`src/design/dag_ram.sv`:
```
module dag_ram #(
  parameter int WIDTH = 40,
  parameter int DEPTH = 16,
  parameter int AW    = (DEPTH > 1) ? $clog2(DEPTH) : 1
) (
  input  logic             clk,
  input  logic             we,
  input  logic [AW-1:0]    waddr,
  input  logic [WIDTH-1:0] wdata,
  input  logic [AW-1:0]    raddr,
  output logic [WIDTH-1:0] rdata
);

  logic [WIDTH-1:0] mem [DEPTH];

  // Write one entry, register the read
  always_ff @(posedge clk) begin
    if (we) begin
      mem[waddr] <= wdata;
    end
    rdata <= mem[raddr];
  end

endmodule

```
`config.mk`:
```
export PLATFORM = sky130hd
export DESIGN_NAME = dag_ram
export DESIGN_NICKNAME = d
export VERILOG_FILES = /design/src/design/dag_ram.sv
export SDC_FILE = /design/constraint.sdc
export NUM_CORES = 1
export LEC_CHECK = 0
export ABC_AREA = 1
export BUFFER_PORTS_ARGS = -buffer_cell sky130_fd_sc_hd__clkbuf_2
export CAP_MARGIN = 20
export CORE_MARGIN = 4
export CORE_UTILIZATION = 47
export CTS_BUF_LIST = sky130_fd_sc_hd__clkbuf_8
export DETAILED_ROUTE_END_ITERATION = 7
export PLACE_DENSITY = 0.69
export SYNTH_ARGS = -nofsm -noshare
export SYNTH_HDL_FRONTEND = slang
export SYNTH_SLANG_ARGS = --single-unit
```
`constraint.sdc`:
```
create_clock -name clk -period 5.1 [get_ports clk]
set_input_delay 0.51 -clock clk [delete_from_list [all_inputs] [get_ports clk]]
set_output_delay 0.51 -clock clk [all_outputs]
set_load 0.02 [all_outputs]
```
==> summary.md, run 1 <==
| Metric | Value |
|---|---|
| Detail Placement HPWL | 34000 µm |
| Post-Route WL | 66900 µm |
| Crit end category | flip-flop |
| GR Util All Layers | 0.207 |
| Vias in the first global route | 18000 |
| Synth async-reset ratio | 0 |
| PnR worst setup slack | 2820 ps |
| Crit Path Max Fanout | 180 |
| Area leader, netlist | edfxtp_1 |
| Residual DRC | 0 |
| Initial Util | 0.477 |
| Setup violations, final | 0 |
| Htree depth | 3 |
| PD cells | 362 nW/µm² |
| RR Startpoint | mem[4][31]$_DFFE_PP_ |
| Mapped cell area | 28300 µm² |
| Post-CTS Setup Bufs | 0 |
| Slew headroom | 0.248 |
| Arr. time, crit path | 2860 ps |
| Routed len/inst | 18.6 µm |
| CP dominant cell by count | nand3_1 |
| Number of standard cells after synthesis | 2643 |
| Post-synth top cells | nand2_1 (845), edfxtp_1 (640), inv_1 (483), nand3_1 (481), buf_2 (56) |
| Worst path slowest cell | inv_8 |
| Antenna viol nets, final | 0 |
| Post-synth top area share | 0.679 |
| Synth Register Bits | 680 |
| Worst VDD drop | 0.199 mV |
| First-pass GRT wire length | 102000 µm |
| Maxcap violations | 0 |
| Synth top area cells | edfxtp_1 (68%), nand2_1 (11%), nand3_1 (8.5%), inv_1 (6.4%), dfxtp_1 (2.8%) |
| Min Tclk post-route | 2280 ps |
| Core Footprint | 59400 µm² |
| Die X-Extent | 253 µm |
| Hold Crit Class | input port to flip-flop |
| Fin. Hold Viols | 0 |
| Layout cells sized above 1 | 0.0996 |
| Reg2reg setup slack | 3950 ps |
| Post-Synthesis Net Count | 2693 |
| Leakage | 13.6 nW |
| Predominant post-synthesis flop cell | edfxtp_1 |
| Die span in y | 253 µm |
| I/O pin count | 90 |
| Number of I/O port buffers | 89 |
| Final net count | 2790 |
| Top-count cell post-synth | nand2_1 |
| Final weighted congestion in routability-driven placement | 0.772 |
| CTS hold repair buffers | 0 |
| Worst setup path end | rdata[24]$_DFF_P_ |
| Worst path max stage delay | 820 ps |
| Clock Sinks | 680 |
| CTS tree | yes |
| Startpoint types | input port |
| Yosys cell types | 15 |
| 1st-iter DRT viols | 1860 |
| RSZ-0062 raised after global routing | false |
| Pre-CTS setup slack | 2190 ps |
| Post-synthesis sequential area ratio | 0.708 |
| Terminus of the critical flop-to-flop path | rdata[31]$_DFF_P_ |
| Slew at the pin closest to its max-slew limit | 1130 ps |
| Worst Path Required | 5680 ps |
| Initial antenna violation count | 5 |
| GRT overflow | 0 |
| Clk pin slew, worst setup/hold paths | 60 ps |
| Critical path type | input port to flip-flop |
| Die ar. | 64200 µm² |
| Clock buffer count from CTS | 105 |
| Warning count from the yosys run | 0 |
| Post-CTS Resized | 0 |
| Outcome | complete, no violations |
| Final Slew Violations | 0 |
| TNS Setup | 0 ps |
| Skew final | 27.5 ps |
| Crit path launch | raddr[0] |
| Worst-Skew Late Latency | 710 ps |
| Area delta synth->final | 11.1% |
| Root buffer selected by CTS | clkbuf_8 |
| Syn_area_per_cell | 10.7 µm² |
| Clock tree buffer depth | 3 |
| DR vias/cell | 5.12 |
| FP Rows | 89 |
| TritonRoute pass-1 iters | 5 |
| Peak Freq | 439 MHz |
| EDFF count, synth | 640 |
| Tcrit/Tclk final | 0.447 |
| Largest net degree at the start of global routing | 181 |
| Worst path cell trace | buf_8 -> inv_8 -> buf_4 -> nand2_1 -> nand3_1 -> nand3_1 -> nand3_1 -> nand2_1 |
| Via count | 18500 |
| Cells on worst reg2reg path | 6 |
placed cells by master (no fill, tap or decap):
cell type	count
clkinvlp_4	2
clkinv_1	19
buf_16	2
inv_4	1
buf_8	1
inv_1	521
clkbuf_2	86
inv_2	1
buf_12	1
buf_4	31
buf_6	1
diode_2	2
clkinv_2	13
nand3_1	481
nand3b_1	2
inv_8	3
nor2_4	16
dfxtp_1	40
clkbuf_8	119
inv_6	2
nor2_1	1
nand2_1	845
bufinv_16	3
edfxtp_1	640
worst min path at each step:
stage	startpoint	endpoint	cells past startpoint
final	wdata[2]	mem[11][2]$_DFFE_PP_	1
after global routing	wdata[36]	mem[6][36]$_DFFE_PP_	1
after CTS	wdata[2]	mem[11][2]$_DFFE_PP_	1
after detailed placement	mem[10][23]$_DFFE_PP_	rdata[23]$_DFF_P_	6
after global placement	mem[12][4]$_DFFE_PP_	rdata[4]$_DFF_P_	6
after floorplan	mem[12][0]$_DFFE_PP_	rdata[0]$_DFF_P_	6
per-stage QoR:
stage,instances,hold slack (ps),cell area (µm²),power [mW],util
final,3606,206,31400,11.4,0.530
after global routing,3605,204,31400,11.8,0.530
after global placement,3404,631,29300,7.11,0.494
after floorplan,2643,607,28300,6.86,-
after detailed placement,3404,638,29300,7.13,0.494
after CTS,3602,153,31400,11.5,0.529
power breakdown:
group / switching (mW) / internal, mW / leakage [nW] / total, mW
Clock: 2.07 / 2.30 / 1.20 / 4.37
Combinational: 0.536 / 0.190 / 6.25 / 0.727
Sequential: 0.0422 / 6.25 / 6.12 / 6.29
Total: 2.65 / 8.73 / 13.6 / 11.4
critical path: cells and delay by family:
kind | cells | cell delay [ps]
and+or+nand+nor | 5 | 470
buffers and inverters | 3 | 1650
cells by family after synthesis:
| group | count (synthesis) | synth area share |
|---|---|---|
| buffers and inverters | 618 | 0.0924 |
| flip-flops | 680 | 0.708 |
| AND/OR/NAND/NOR | 1345 | 0.200 |
per-layer routing:
layer,share of wire,global-route usage,vias to the layer above,routed length [µm]
met1,0.41,0.280,8855,27600
met3,0.080,0.0380,113,5340
met4,0.025,0.0780,6,1660
li1,-,-,8739,-
met5,0.00060,0,-,40
met2,0.48,0.339,764,32300
state kept, by name (all words and copies together), names as in the netlist:
name / cells
mem: 640
rdata: 40
area by class of cell:
type                    instances  area (µm²)
diodes                          2        5.00
clock buffers                 119        1640
clock inverters                79         423
fillers                      5022       27900
inverters                     486        1840
multi-input cells            1345        5780
flip-flops and latches        680       20000
well taps                     773         967
repair buffers                122         764
(Power assumes the default switching activity.)
==> inputs of run 2 (changes only) <==
--- a/config.mk
+++ b/config.mk
@@ -12,7 +12,7 @@
 export CORE_UTILIZATION = 47
 export CTS_BUF_LIST = sky130_fd_sc_hd__clkbuf_8
 export DETAILED_ROUTE_END_ITERATION = 7
-export PLACE_DENSITY = 0.69
+export PLACE_DENSITY = 0.71
 export SYNTH_ARGS = -nofsm -noshare
 export SYNTH_HDL_FRONTEND = slang
 export SYNTH_SLANG_ARGS = --single-unit
==> constraint.sdc (replaced) <==
create_clock -name clk -period 2 [get_ports clk]
set_input_delay 0.2 -clock clk [delete_from_list [all_inputs] [get_ports clk]]
set_output_delay 0.2 -clock clk [all_outputs]
set_load 0.02 [all_outputs]
==> summary.md, run 2 (synthesized netlist as in run 1, its figures left out) <==
| Metric | Value |
|---|---|
| Outcome | complete, no violations |
| CP Depth | 1 |
| Tcrit/Tclk final | 0.747 |
| Ant diodes | 0 |
| Initial Util | 0.477 |
| Root buffer selected by CTS | clkbuf_8 |
| Design area | 32100 µm² |
| Max reg flops | 640 |
| Fin. Hold Viols | 0 |
| Top Registers | mem: 640 flops, rdata: 40 flops |
| Final Slew Violations | 0 |
| Tot Pwr | 28.2 mW |
| TritonRoute pass-1 iters | 5 |
| Cell Count Post-Placement | 3424 |
| Via count | 18700 |
| 1st-iter DRT viols | 1932 |
| Clock tree buffer depth | 3 |
| GRT overflow | 0 |
| CP top delay family | flip-flops |
| Clock buffer count from CTS | 100 |
| Die X-Extent | 253 µm |
| Die span in y | 253 µm |
| Vias in the first global route | 18600 |
| Post-CTS Setup Bufs | 0 |
| Clk pin slew, worst setup/hold paths | 60 ps |
| Worst-Skew Late Latency | 690 ps |
| Worst VDD drop | 0.491 mV |
| RSZ-0062 raised after global routing | false |
| GR Util All Layers | 0.208 |
| Residual DRC | 0 |
| Layout cells sized above 1 | 0.0985 |
| Htree depth | 3 |
| CTS tree | yes |
| Most common cell after layout, fill and taps aside | nand2_1 |
| I/O pin count | 90 |
| Area delta synth->final | 13.5% |
| Hold Crit Class | input port to flip-flop |
| Smallest hold slack | 89.1 ps |
| Crit end category | output pin |
| Post-Route WL | 66600 µm |
| Final net count | 2843 |
| Slew headroom | 0.670 |
| Die ar. | 64200 µm² |
| Startpoint types | flip-flop |
| Number of I/O port buffers | 89 |
| Buf+Inv Stages, Crit Path | 1 |
| Non-Filler Instances | 3645 |
| Min Tclk post-route | 1490 ps |
| Leakage | 13.8 nW |
| Cell Area, Placed | 29900 µm² |
| Final weighted congestion in routability-driven placement | 0.823 |
| Skew final | 37.4 ps |
| Cells on worst reg2reg path | 6 |
| Largest net degree at the start of global routing | 95 |
| Critical path type | flip-flop to output pin |
| Slew at the pin closest to its max-slew limit | 495 ps |
| FILL cells | 4835 |
| Arr. time, crit path | 1290 ps |
| Top reg by flops | mem |
| Cell depth of the worst min-delay path | 3 |
| Maxcap violations | 0 |
| Routed len/inst | 18.3 µm |
| PD cells | 878 nW/µm² |
| Clock Sinks | 680 |
| Worst path max stage delay | 430 ps |
| First-pass GRT wire length | 104000 µm |
| Most frequent cells in the layout | nand2_1 (845), edfxtp_1 (640), inv_1 (516) |
| Worst Path Required | 1800 ps |
| Antenna viol nets, final | 0 |
| Core Footprint | 59400 µm² |
| Peak Freq | 670 MHz |
| FP Rows | 89 |
| DR vias/cell | 5.14 |
| Worst path cell trace | clkbuf_2 |
| Crit Path Max Fanout | 1 |
| Initial antenna violation count | 0 |
| Detail Placement HPWL | 36400 µm |
| Worst path slowest cell | dfxtp_1 |
| Setup violations, final | 0 |
-- run 2: cell count changes in the layout (fill, tap and decap cells not counted) --
| cell | previous run | this run |
|---|---|---|
| dlygate4sd3_1 | 0 | 40 |
| buf_12 | 1 | 38 |
| buf_4 | 31 | 14 |
| clkbuf_8 | 119 | 106 |
| clkinv_1 | 19 | 24 |
| inv_1 | 521 | 516 |
| buf_16 | 2 | 0 |
| bufinv_16 | 3 | 1 |
| clkinv_2 | 13 | 15 |
| diode_2 | 2 | 0 |
| inv_8 | 3 | 1 |
| clkinvlp_4 | 2 | 1 |
| inv_6 | 2 | 1 |
-- run 2: final cells by class --
class	instances	area (µm²)	share of cell area
Tap cell	773	967	0.0301
Clock inverter	75	334	0.0104
Multi-Input combinational cell	1345	5780	0.180
Timing Repair Buffer	180	1720	0.0536
Inverter	486	1840	0.0572
Clock buffer	106	1460	0.0454
Sequential cell	680	20000	0.623
-- run 2: metrics by stage --
step / TNS, ps / util / setup slack [ps]
finish: 0 / 0.541 / 507
floorplan: -215570 / - / -539
global route: 0 / 0.541 / 465
detailed placement: 0 / 0.504 / 370
CTS: 0 / 0.541 / 419
global placement: 0 / 0.504 / 412
-- run 2: worst paths after layout --
check / start / endpoint / slack, ps
hold / removal: raddr[3] / rdata[0]$_DFF_P_ / 90
hold reg to reg: mem[13][16]$_DFFE_PP_ / rdata[16]$_DFF_P_ / 650
setup / recovery: rdata[10]$_DFF_P_ / rdata[10] / 510
setup reg to reg: mem[1][4]$_DFFE_PP_ / rdata[4]$_DFF_P_ / 950
-- run 2: where the power goes --
part,switching [mW],leakage (nW),internal (mW)
clock network,5.09,1.05,5.01
logic,1.43,6.63,0.618
registers,0.118,6.12,15.9
total,6.64,13.8,21.6
-- run 2: metal layers --
metal,part of all wire,global-route usage,routed length (µm),vias to the layer above
li1,-,-,-,8833
met1,0.39,0.270,26300,8981
met5,0,0,0,-
met4,0.037,0.0914,2470,0
met2,0.49,0.352,32900,755
met3,0.074,0.0302,4930,149
-- run 2: timing repair --
action | 4_1_cts | 5_1_grt
endpoints found under the hold margin | 612 | 0
resized for setup | 0 | 0
setup endpoints to repair | 0 | 0
hold buffers | 40 | 0
