**config.mk**
```make
export PLATFORM = sky130hd
export DESIGN_NAME = dag_sdiv
export DESIGN_NICKNAME = d
export VERILOG_FILES = /design/src/design/dag_pkg.sv /design/src/design/dag_sdiv.sv
export SDC_FILE = /design/constraint.sdc
export NUM_CORES = 1
export LEC_CHECK = 0
export ABC_AREA = 1
export BUFFER_PORTS_ARGS = -buffer_cell sky130_fd_sc_hd__buf_2
export CAP_MARGIN = 25
export CORE_ASPECT_RATIO = 1.1
export CORE_MARGIN = 4
export CORE_UTILIZATION = 35
export DETAILED_ROUTE_END_ITERATION = 6
export SYNTH_ARGS = -nofsm -noshare
export SYNTH_HDL_FRONTEND = slang
export SYNTH_SLANG_ARGS = --single-unit
```
**constraint.sdc**
```tcl
create_clock -name clk -period 6.4 [get_ports clk]
set_clock_uncertainty 0.2 [all_clocks]
set_input_delay 1.6 -clock clk [delete_from_list [all_inputs] [get_ports clk]]
set_output_delay 1.6 -clock clk [all_outputs]
set_load 0.005 [all_outputs]
```
**src/design/dag_pkg.sv**
```systemverilog
package dag_pkg;

  // Default curve table depth
  localparam int CURVE_DEPTH_DEF = 16;

  // Fixed-point constants
  localparam logic [15:0] ONE_Q15 = 16'd32768;
  localparam logic [30:0] ONE_Q30 = 31'd1073741824;
  localparam logic [29:0] LN2_Q30 = 30'd744261118;

  // Gain model codes
  localparam logic [2:0] MODEL_NONE    = 3'd0;
  localparam logic [2:0] MODEL_LINEAR  = 3'd1;
  localparam logic [2:0] MODEL_INVERSE = 3'd2;
  localparam logic [2:0] MODEL_EXP     = 3'd3;
  localparam logic [2:0] MODEL_CUSTOM  = 3'd4;

  // Configuration register indexes
  localparam logic [2:0] REG_MODEL   = 3'd0;
  localparam logic [2:0] REG_NEAR    = 3'd1;
  localparam logic [2:0] REG_FAR     = 3'd2;
  localparam logic [2:0] REG_ROLLOFF = 3'd3;
  localparam logic [2:0] REG_COUNT   = 3'd4;

  // Serial divider geometry
  localparam int NUM_W = 48;  // dividend width
  localparam int DEN_W = 42;  // divisor width
  localparam int QS    = 19;  // quotient bits, short divide
  localparam int QL    = 32;  // quotient bits, long divide

  // Divider request
  typedef struct packed {
    logic start;
    logic long_op;
  } div_req_t;

endpackage

```
**src/design/dag_sdiv.sv**
```systemverilog
module dag_sdiv import dag_pkg::*; (
  input  logic             clk,
  input  logic             rst_n,
  input  div_req_t         req,
  input  logic [NUM_W-1:0] num,
  input  logic [DEN_W-1:0] den,
  output logic             done,
  output logic [QL-1:0]    quo
);

  logic [DEN_W-1:0] rem_r, rem_nxt;
  logic [NUM_W-1:0] sr_r, sr_nxt;
  logic [DEN_W-1:0] den_r, den_nxt;
  logic [QL-1:0]    q_r, q_nxt;
  logic [5:0]       cnt_r, cnt_nxt;
  logic             busy_r, busy_nxt;
  logic             done_r, done_nxt;
  logic [DEN_W:0]   trial;
  logic [DEN_W:0]   diff;
  logic             ge;

  // One quotient bit per cycle: shift in the next dividend bit, try subtract
  assign trial = {rem_r, sr_r[NUM_W-1]};
  assign diff  = trial - {1'b0, den_r};
  assign ge    = trial >= {1'b0, den_r};

  always_comb begin
    rem_nxt  = rem_r;
    sr_nxt   = sr_r;
    den_nxt  = den_r;
    q_nxt    = q_r;
    cnt_nxt  = cnt_r;
    busy_nxt = busy_r;
    done_nxt = 1'b0;
    if (req.start) begin
      // Preload the bits above the quotient range; they stay below the divisor
      den_nxt  = den;
      q_nxt    = '0;
      busy_nxt = 1'b1;
      if (req.long_op) begin
        rem_nxt = DEN_W'(num >> QL);
        sr_nxt  = num << (NUM_W - QL);
        cnt_nxt = 6'(QL);
      end else begin
        rem_nxt = DEN_W'(num >> QS);
        sr_nxt  = num << (NUM_W - QS);
        cnt_nxt = 6'(QS);
      end
    end else if (busy_r) begin
      rem_nxt = ge ? diff[DEN_W-1:0] : trial[DEN_W-1:0];
      sr_nxt  = sr_r << 1;
      q_nxt   = {q_r[QL-2:0], ge};
      cnt_nxt = cnt_r - 6'd1;
      if (cnt_r == 6'd1) begin
        busy_nxt = 1'b0;
        done_nxt = 1'b1;
      end
    end
  end

  always_ff @(posedge clk) begin
    if (!rst_n) begin
      busy_r <= 1'b0;
      done_r <= 1'b0;
      cnt_r  <= '0;
    end else begin
      busy_r <= busy_nxt;
      done_r <= done_nxt;
      cnt_r  <= cnt_nxt;
    end
    rem_r <= rem_nxt;
    sr_r  <= sr_nxt;
    den_r <= den_nxt;
    q_r   <= q_nxt;
  end

  assign done = done_r;
  assign quo  = q_r;

endmodule

```
==> results of run 1 <==
[per-stage QoR]
| step | worst slack [ns] | hold WS, ns | std cells |
|---|---|---|---|
| 3_5_place_dp | 2.10 | 0.265 | 1862 |
| 2_1_floorplan | 1.74 | 0.252 | 1397 |
| 5_1_grt | 2.43 | 0.300 | 1894 |
| 4_1_cts | 2.58 | 0.282 | 1894 |
| 6_report | 2.61 | 0.279 | 1894 |
| 3_3_place_gp | 2.17 | 0.265 | 1862 |
[state kept, by name, indices dropped and copies added (netlist names)]
| name | count |
|---|---|
| busy_r | 1 |
| quo | 32 |
| den_r | 42 |
| sr_r | 32 |
| rem_r | 42 |
| done | 1 |
| cnt_r | 6 |
[cell families (layout without fill, tap and decap cells)]
kind of cell	Yosys count	count (layout)	share of synthesized area
buffers and inverters	337	466	0.131
AO/OA/AOI/OAI	155	155	0.0928
flip-flops	156	156	0.423
adder cells (fa/ha/maj)	45	45	0.0563
XOR/XNOR	15	15	0.0130
AND/OR/NAND/NOR	689	689	0.284
[power groups by stage]
stage / clock, mW / combinational [mW] / sequential (mW)
6_report: 1.07 / 1.70 / 1.35
5_1_grt: 1.14 / 1.91 / 1.36
4_1_cts: 1.10 / 1.68 / 1.34
3_5_place_dp: 0 / 1.67 / 1.36
3_3_place_gp: 0 / 1.67 / 1.36
2_1_floorplan: 0 / 1.26 / 1.33
[cell usage after synthesis (16+ instances only)]
cell	n	area share
nand2_1	455	0.17
inv_1	294	0.11
edfxtp_1	116	0.34
nand3_1	104	0.051
nor2_1	84	0.031
a21oi_1	50	0.025
ha_1	44	0.054
dfxtp_1	40	0.079
o22ai_1	31	0.019
o21ai_0	26	0.013
clkbuf_1	17	0.0063
a22oi_1	16	0.012
[tightest hold or removal path, delay by kind of cell (launching register included)]
kind / cells / cell delay [ns]
compound gates: 1 / 0.06
simple gates: 1 / 0.05
flops: 1 / 0.34
[final timing paths]
path              cells past startpoint  startpoint       end  slack (ns)
hold reg to reg                       2     quo[31]   quo[31]        0.28
hold / removal                        2     quo[31]   quo[31]        0.28
setup reg to reg                     12    rem_r[9]  rem_r[9]        2.91
setup / recovery                      5      req[1]  rem_r[6]        2.61
[cell type report]
cell class,count,area (sq um),area share
inverters,301,1130,0.0966
flip-flops and latches,156,4280,0.366
clock buffers,21,514,0.0439
well taps,368,460,0.0393
clock inverters,11,114,0.00972
multi-input cells,904,4530,0.386
repair buffers,133,683,0.0583
[layer usage]
metal | global-route usage | vias to the layer above | wire (um) | part of all wire
met2 | 0.309 | 234 | 14000 | 0.47
met3 | 0.0265 | 34 | 1510 | 0.050
met4 | 0.0571 | 0 | 623 | 0.021
met1 | 0.261 | 4237 | 13700 | 0.46
li1 | - | 4667 | - | -
met5 | 0 | - | 0 | 0
[cells in the final DEF (no fill, tap or decap), drive strengths merged]
master    n
clkbuf   21
nor3b     1
xnor2    13
o21ai    27
a31oi     1
a21oi    52
nand3b   13
bufinv    1
o22ai    31
xor2      2
nor4      2
nor2     93
nand3   104
a21o      1
o211ai   13
a22oi    16
clkinv    4
ha       44
inv     307
nand2   459
dfxtp    40
nor3      5
o221ai    6
o21bai    6
a21boi    1
buf     133
edfxtp  116
and2      1
nand4    11
fa        1
o21a      1
==> flow_metrics.env, run 1 <==
export IMPL_status="finished, final reports clean"
export IMPL_p_switching_mw=1.66
export IMPL_synth_seq_cells=156
export IMPL_grt_overflow=0
export IMPL_ctsResizeCount=0
export IMPL_core_area_sq_um=28600
export IMPL_timing_final_hold_violations=0
export IMPL_finish_instance_area_sq_um=11700
export IMPL_drtIter0Drc=659
export IMPL_total_power_mw=4.11
export IMPL_tightest_slew_ns=0.934
export IMPL_grt_pass1_vias=9117
export IMPL_grt_setup_unrepaired="no"
export IMPL_final_setup_tns_ns=0
export IMPL_grt_usage=0.189
export IMPL_synth_cells=1397
export IMPL_drcViolationCount=0
export IMPL_dieWidth_um=170
export IMPL_wl_per_cell_um=15.8
export IMPL_critPathKind="input pin to flop"
export IMPL_finalSetupViolCount=0
export IMPL_hold_class="flop to flop"
export IMPL_htreeDepth=4
export IMPL_grt_max_degree=77
export IMPL_startpoint_type="input pin"
export IMPL_synth_distinct_cells=42
export IMPL_cts_sinks=156
export IMPL_clockBufferDepth=2
export IMPL_yosysSeqAreaShare=0.423
export IMPL_viasPerCell=4.84
export IMPL_period_minus_slack_ns=3.79
export IMPL_path_clk_slew_ns=0.07
export IMPL_cp_end_kind="flop"
export IMPL_gp_routability_congestion=0.909
export IMPL_worstPathArrival_ns=3.68
export IMPL_finalMaxSlewViolations=0
export IMPL_p_int_mw=2.45
export IMPL_port_buffers=126
export IMPL_p_comb_frac=0.413
export IMPL_fp_dieArea_sq_um=31800
export IMPL_drt_wl_total_um=29900
export IMPL_initial_core_util=0.354
export IMPL_max_stage_delay_ns=0.49
export IMPL_cts_setup_buffers=0
export IMPL_vias=9172
export IMPL_seq_power_share=0.327
export IMPL_max_cap_violations=0
export IMPL_synthToLayoutAreaGrowth_pct=15.5
export IMPL_grt_pass1_wl_um=47500
export IMPL_dr_pass1_iters=5
export IMPL_syn_nets=1536
export IMPL_critPathSlowestCell="buf_2"
export IMPL_place_area_sq_um=11100
export IMPL_ir_worst_vdd_v=0.000179
export IMPL_critical_path_buf_inv_count=4
export IMPL_root_buffer="clkbuf_16"
export IMPL_dp_final_hpwl_um=23000
export IMPL_critPathRequiredTime_ns=6.29
export IMPL_crit_fanout=50
export IMPL_synth_flop_cell="edfxtp_1"
export IMPL_post_route_period_util=0.591
export IMPL_clkLatencyLatePin_ns=0.44
export IMPL_fillCellCount=2999
export IMPL_cts_tree="built"
export IMPL_ys_warn_count=0
export IMPL_path_delay_family="buffers and inverters"
export IMPL_synth_edf_count=116
export IMPL_path_cells="buf_2 -> buf_4 -> nor2_1 -> inv_4 -> buf_4"
export IMPL_relSlewSlack=0.376
export IMPL_numCtsBuffers=17
export IMPL_p_per_area_nw_per_um2=351
export IMPL_io_pins=127
export IMPL_final_nets=1652
export IMPL_drive_gt1_frac=0.125
export IMPL_postSynthAreaPerCell_sq_um=7.26
export IMPL_switching_share=0.404
export IMPL_synthArstFlopShare=0
export IMPL_pwr_share_clk=0.260
export IMPL_netlist_area_sq_um=10100
export IMPL_max_clock_freq_ghz=0.264
export IMPL_critPathMostFrequentCell="buf_4"
export IMPL_drtAntennaViolNets=0
export IMPL_leakagePower_nw=5.95
export IMPL_antenna_cells=0
export IMPL_antenna_found_initial=0
export IMPL_post_route_util=0.409
export IMPL_row_count=65
export IMPL_hold_buffers=0
export IMPL_die_y_um=187
Power figures use the tool's default switching activity.
==> inputs of run 2 (changes only) <==
clock period = 3.59 ns   (was 6.4 ns; I/O delays follow)
==> flow_metrics.env, run 2 (synthesis results as in run 1) <==
export IMPL_status="finished, final reports clean"
export IMPL_root_buffer="clkbuf_16"
export IMPL_die_y_um=187
export IMPL_dp_final_hpwl_um=23200
export IMPL_relSlewSlack=0.411
export IMPL_period_minus_slack_ns=3.07
export IMPL_crit_fanout=43
export IMPL_worstPathArrival_ns=3.06
export IMPL_switching_share=0.401
export IMPL_final_cell_mix="nand2_1, inv_1, buf_2"
export IMPL_synthToLayoutAreaGrowth_pct=15.7
export IMPL_path_clk_slew_ns=0.06
export IMPL_crit_end="rem_r[19]"
export IMPL_worst_path_stages=14
export IMPL_grt_pass1_vias=8892
export IMPL_row_count=65
export IMPL_finalMaxSlewViolations=0
export IMPL_critPathRequiredTime_ns=3.57
export IMPL_p_int_mw=4.27
export IMPL_timing_rr_end="rem_r[19]"
export IMPL_p_switching_mw=2.85
export IMPL_max_clock_freq_ghz=0.326
export IMPL_fp_dieArea_sq_um=31800
export IMPL_p_per_area_nw_per_um2=607
export IMPL_startpoint="rem_r[19]"
export IMPL_dieWidth_um=170
export IMPL_final_setup_tns_ns=0
export IMPL_dr_pass1_iters=5
export IMPL_wl_per_cell_um=15.5
export IMPL_viasPerCell=4.84
export IMPL_p_comb_frac=0.424
export IMPL_seq_area_sq_um=4280
export IMPL_vias=9197
export IMPL_ctsResizeCount=0
export IMPL_drtIter0Drc=742
export IMPL_pwr_share_clk=0.244
export IMPL_grt_setup_unrepaired="no"
export IMPL_timing_final_hold_violations=0
export IMPL_total_power_mw=7.12
export IMPL_cts_setup_buffers=0
export IMPL_clockBufferDepth=2
export IMPL_startpoint_type="flop"
export IMPL_drt_wl_total_um=29500
export IMPL_drcViolationCount=0
export IMPL_fillCellCount=3037
export IMPL_cts_tree="built"
export IMPL_grt_overflow=0
export IMPL_critPathMostFrequentCell="nand2_1"
export IMPL_initial_core_util=0.354
export IMPL_grt_usage=0.186
export IMPL_critPathKind="flop to flop"
export IMPL_numCtsBuffers=17
export IMPL_multi_input_area_sq_um=4530
export IMPL_htreeDepth=4
export IMPL_leakagePower_nw=5.97
export IMPL_antenna_cells=0
export IMPL_reg2reg_depth=14
export IMPL_layout_commonest_cell="nand2_1"
export IMPL_port_buffers=126
export IMPL_finalSetupViolCount=0
export IMPL_post_route_util=0.410
export IMPL_path_delay_family="simple AND/OR/NAND/NOR gates"
export IMPL_critical_path_buf_inv_count=2
export IMPL_max_stage_delay_ns=0.44
export IMPL_cp_end_kind="flop"
export IMPL_clkLatencyLatePin_ns=0.44
export IMPL_core_area_sq_um=28600
export IMPL_final_nets=1660
export IMPL_path_cells="ha_1 -> nand2_1 -> nor2_2 -> inv_2 -> nor2_2 -> inv_1 -> nor2_1 -> nand2_1 -> nand2_2 -> nand2_4 -> nand2_8 -> nand2_1 -> nand3_1 -> nand2_1"
export IMPL_whs_path_depth=2
export IMPL_post_route_period_util=0.855
export IMPL_ir_worst_vdd_v=0.000288
export IMPL_cts_sinks=156
export IMPL_drtAntennaViolNets=0
export IMPL_r2r_slack_ns=0.52
export IMPL_reg_largest_list="den_r: 42 flops, rem_r: 42 flops"
export IMPL_antenna_found_initial=0
export IMPL_drive_gt1_frac=0.127
export IMPL_max_cap_violations=0
export IMPL_seq_power_share=0.332
export IMPL_io_pins=127
export IMPL_rr_startpoint="rem_r[19]"
export IMPL_hold_class="flop to flop"
export IMPL_grt_max_degree=77
export IMPL_tightest_slew_ns=0.884
export IMPL_gp_routability_congestion=0.986
export IMPL_critPathSlowestCell="edfxtp_1"
export IMPL_hold_buffers=0
export IMPL_grt_pass1_wl_um=46900
-- run 2: how the worst min path moves through the flow --
stage / start / end / slack (ns)
detailed placement: quo[31] / quo[31] / 0.26
floorplan: quo[31] / quo[31] / 0.25
global placement: quo[31] / quo[31] / 0.26
CTS: quo[31] / quo[31] / 0.28
finish: quo[2] / quo[3] / 0.28
global route: quo[2] / quo[3] / 0.31
-- run 2: final cells by class --
cell class / instances / area share
clock inverters: 8 / 0.00480
repair buffers: 141 / 0.0655
multi-input cells: 904 / 0.386
well taps: 368 / 0.0392
clock buffers: 24 / 0.0430
flip-flops and latches: 156 / 0.365
inverters: 301 / 0.0965
-- run 2: worst reg2reg max path, delay by kind of cell, from the launching register on --
family / cells / cell delay (ns)
flops: 1 / 0.44
buf+inv: 2 / 0.14
simple gates: 11 / 1.61
fa+ha+maj: 1 / 0.44
-- run 2: power by group through the flow --
stage	combinational (mW)	clock [mW]	sequential, mW
3_5_place_dp	2.99	0	2.40
5_1_grt	3.42	1.87	2.39
3_3_place_gp	2.97	0	2.39
2_1_floorplan	2.24	0	2.36
4_1_cts	3.01	1.78	2.36
6_report	3.02	1.74	2.36
-- run 2: metal layers --
metal,track usage,up-vias,part of all wire
met5,0,-,0
met4,0.0734,0,0.035
met3,0.0381,47,0.061
met2,0.295,256,0.46
met1,0.248,4211,0.45
li1,-,4683,-
-- run 2: stage by stage --
step	worst slack, ns	hold WS, ns	area, sq um	instances
2_1_floorplan	0.709	0.252	10100	1397
3_3_place_gp	0.516	0.256	11200	1870
3_5_place_dp	0.524	0.262	11200	1870
4_1_cts	0.514	0.280	11700	1902
5_1_grt	0.319	0.307	11700	1902
6_report	0.519	0.281	11700	1902
==> inputs of run 3 (changes only) <==
clock period = 3.8 ns   (was 3.59 ns; I/O delays follow)
==> flow_metrics.env, run 3 (synthesis results as in run 1) <==
export IMPL_timing_final_hold_violations=0
export IMPL_path_cells="ha_1 -> nand2_1 -> nor2_2 -> inv_2 -> nor2_2 -> inv_1 -> nor2_1 -> nand2_1 -> nand2_2 -> nand2_4 -> nand2_8 -> nand2_1 -> nand3_1 -> nand2_1"
export IMPL_finalMaxSlewViolations=0
export IMPL_layout_commonest_cell="nand2_1"
export IMPL_wl_per_cell_um=16.0
export IMPL_r2r_slack_ns=0.71
export IMPL_ir_worst_vdd_v=0.000292
export IMPL_max_cap_violations=0
export IMPL_period_minus_slack_ns=3.09
export IMPL_cts_sinks=156
export IMPL_startpoint_type="flop"
export IMPL_cts_tree="built"
export IMPL_reg2reg_depth=14
export IMPL_hp_start="quo[31]"
export IMPL_grt_usage=0.192
export IMPL_dp_final_hpwl_um=23600
export IMPL_setup_slack_ns=0.712
export IMPL_reg_largest_list="den_r: 42 flops, rem_r: 42 flops"
export IMPL_max_clock_freq_ghz=0.324
export IMPL_htreeDepth=4
export IMPL_critPathRequiredTime_ns=3.76
export IMPL_die_y_um=187
export IMPL_worstPathArrival_ns=3.05
export IMPL_clockBufferDepth=2
export IMPL_finalNonFillerCells=1902
export IMPL_vias=9244
export IMPL_gp_routability_congestion=0.955
export IMPL_dieWidth_um=170
export IMPL_grt_setup_unrepaired="no"
export IMPL_grt_overflow=0
export IMPL_dr_pass1_iters=5
export IMPL_total_power_mw=6.78
export IMPL_grt_pass1_vias=8991
export IMPL_fp_dieArea_sq_um=31800
export IMPL_finalSetupViolCount=0
export IMPL_max_stage_delay_ns=0.44
export IMPL_final_nets=1660
export IMPL_relSlewSlack=0.454
export IMPL_critPathMostFrequentCell="nand2_1"
export IMPL_critPathSlowestCell="edfxtp_1"
export IMPL_row_count=65
export IMPL_ctsResizeCount=0
export IMPL_critPathKind="flop to flop"
export IMPL_post_route_util=0.409
export IMPL_core_area_sq_um=28600
export IMPL_status="finished, final reports clean"
export IMPL_drtIter0Drc=585
export IMPL_crit_fanout=43
export IMPL_root_buffer="clkbuf_16"
export IMPL_hold_class="flop to flop"
export IMPL_synthToLayoutAreaGrowth_pct=15.5
export IMPL_final_cell_mix="nand2_1, inv_1, buf_2"
export IMPL_path_clk_slew_ns=0.07
export IMPL_leakagePower_nw=5.96
export IMPL_startpoint="rem_r[19]"
export IMPL_timing_rr_end="rem_r[15]"
export IMPL_whs_path_depth=2
export IMPL_dpl_worst_slack_ns=0.751
export IMPL_drcViolationCount=0
export IMPL_rr_startpoint="rem_r[19]"
export IMPL_drive_gt1_frac=0.127
export IMPL_grt_pass1_wl_um=48400
export IMPL_antenna_cells=0
export IMPL_tightest_slew_ns=0.818
export IMPL_holdPathEnd="quo[31]"
export IMPL_clkLatencyLatePin_ns=0.44
export IMPL_post_route_period_util=0.813
export IMPL_final_setup_tns_ns=0
export IMPL_antenna_found_initial=3
export IMPL_cp_end_kind="flop"
export IMPL_place_inst=1870
export IMPL_io_pins=127
export IMPL_p_per_area_nw_per_um2=579
export IMPL_fillCellCount=3093
export IMPL_port_buffers=126
export IMPL_hold_buffers=0
export IMPL_grt_max_degree=52
export IMPL_drtAntennaViolNets=0
export IMPL_drt_wl_total_um=30400
export IMPL_viasPerCell=4.86
export IMPL_cts_setup_buffers=0
export IMPL_initial_core_util=0.354
export IMPL_numCtsBuffers=17
## run 3: worst max-delay path: cells and delay by family, from the launching register on
kind	cells	cell delay [ns]
AND/OR/NAND/NOR	11	1.53
flip-flops	1	0.44
adder cells (fa/ha/maj)	1	0.44
buffers and inverters	2	0.14
## run 3: through the flow
stage               instance area [sq um]  hold slack, ns
finish                              11700           0.258
global route                        11700           0.311
CTS                                 11700           0.264
detailed placement                  11200           0.247
global placement                    11200           0.250
floorplan                           10100           0.252
## run 3: power by group
part / switching, mW / internal, mW / total (mW)
clock: 0.721 / 0.915 / 1.64
combinational: 1.93 / 0.964 / 2.90
sequential: 0.117 / 2.13 / 2.24
total: 2.77 / 4.00 / 6.78
## run 3: per-layer routing
metal,track usage,vias to the layer above,routed length [um]
met5,0,-,40
met4,0.0516,6,487
met3,0.0318,34,1790
met2,0.312,276,14200
met1,0.266,4249,13900
li1,-,4679,-
## run 3: layout make-up
type,instances,area [sq um],area share
flip-flops and latches,156,4280,0.366
well taps,368,460,0.0393
repair buffers,141,756,0.0645
inverters,301,1130,0.0967
clock buffers,23,490,0.0419
multi-input cells,904,4530,0.387
clock inverters,9,57.6,0.00492
## run 3: worst max path at each step
stage	endpoint	slack [ns]	depth (start not counted)
6_report	rem_r[15]	0.71	14
5_1_grt	rem_r[15]	0.49	14
4_1_cts	rem_r[15]	0.74	14
2_1_floorplan	rem_r[0]	0.04	3
3_5_place_dp	rem_r[15]	0.75	14
3_3_place_gp	rem_r[15]	0.72	14
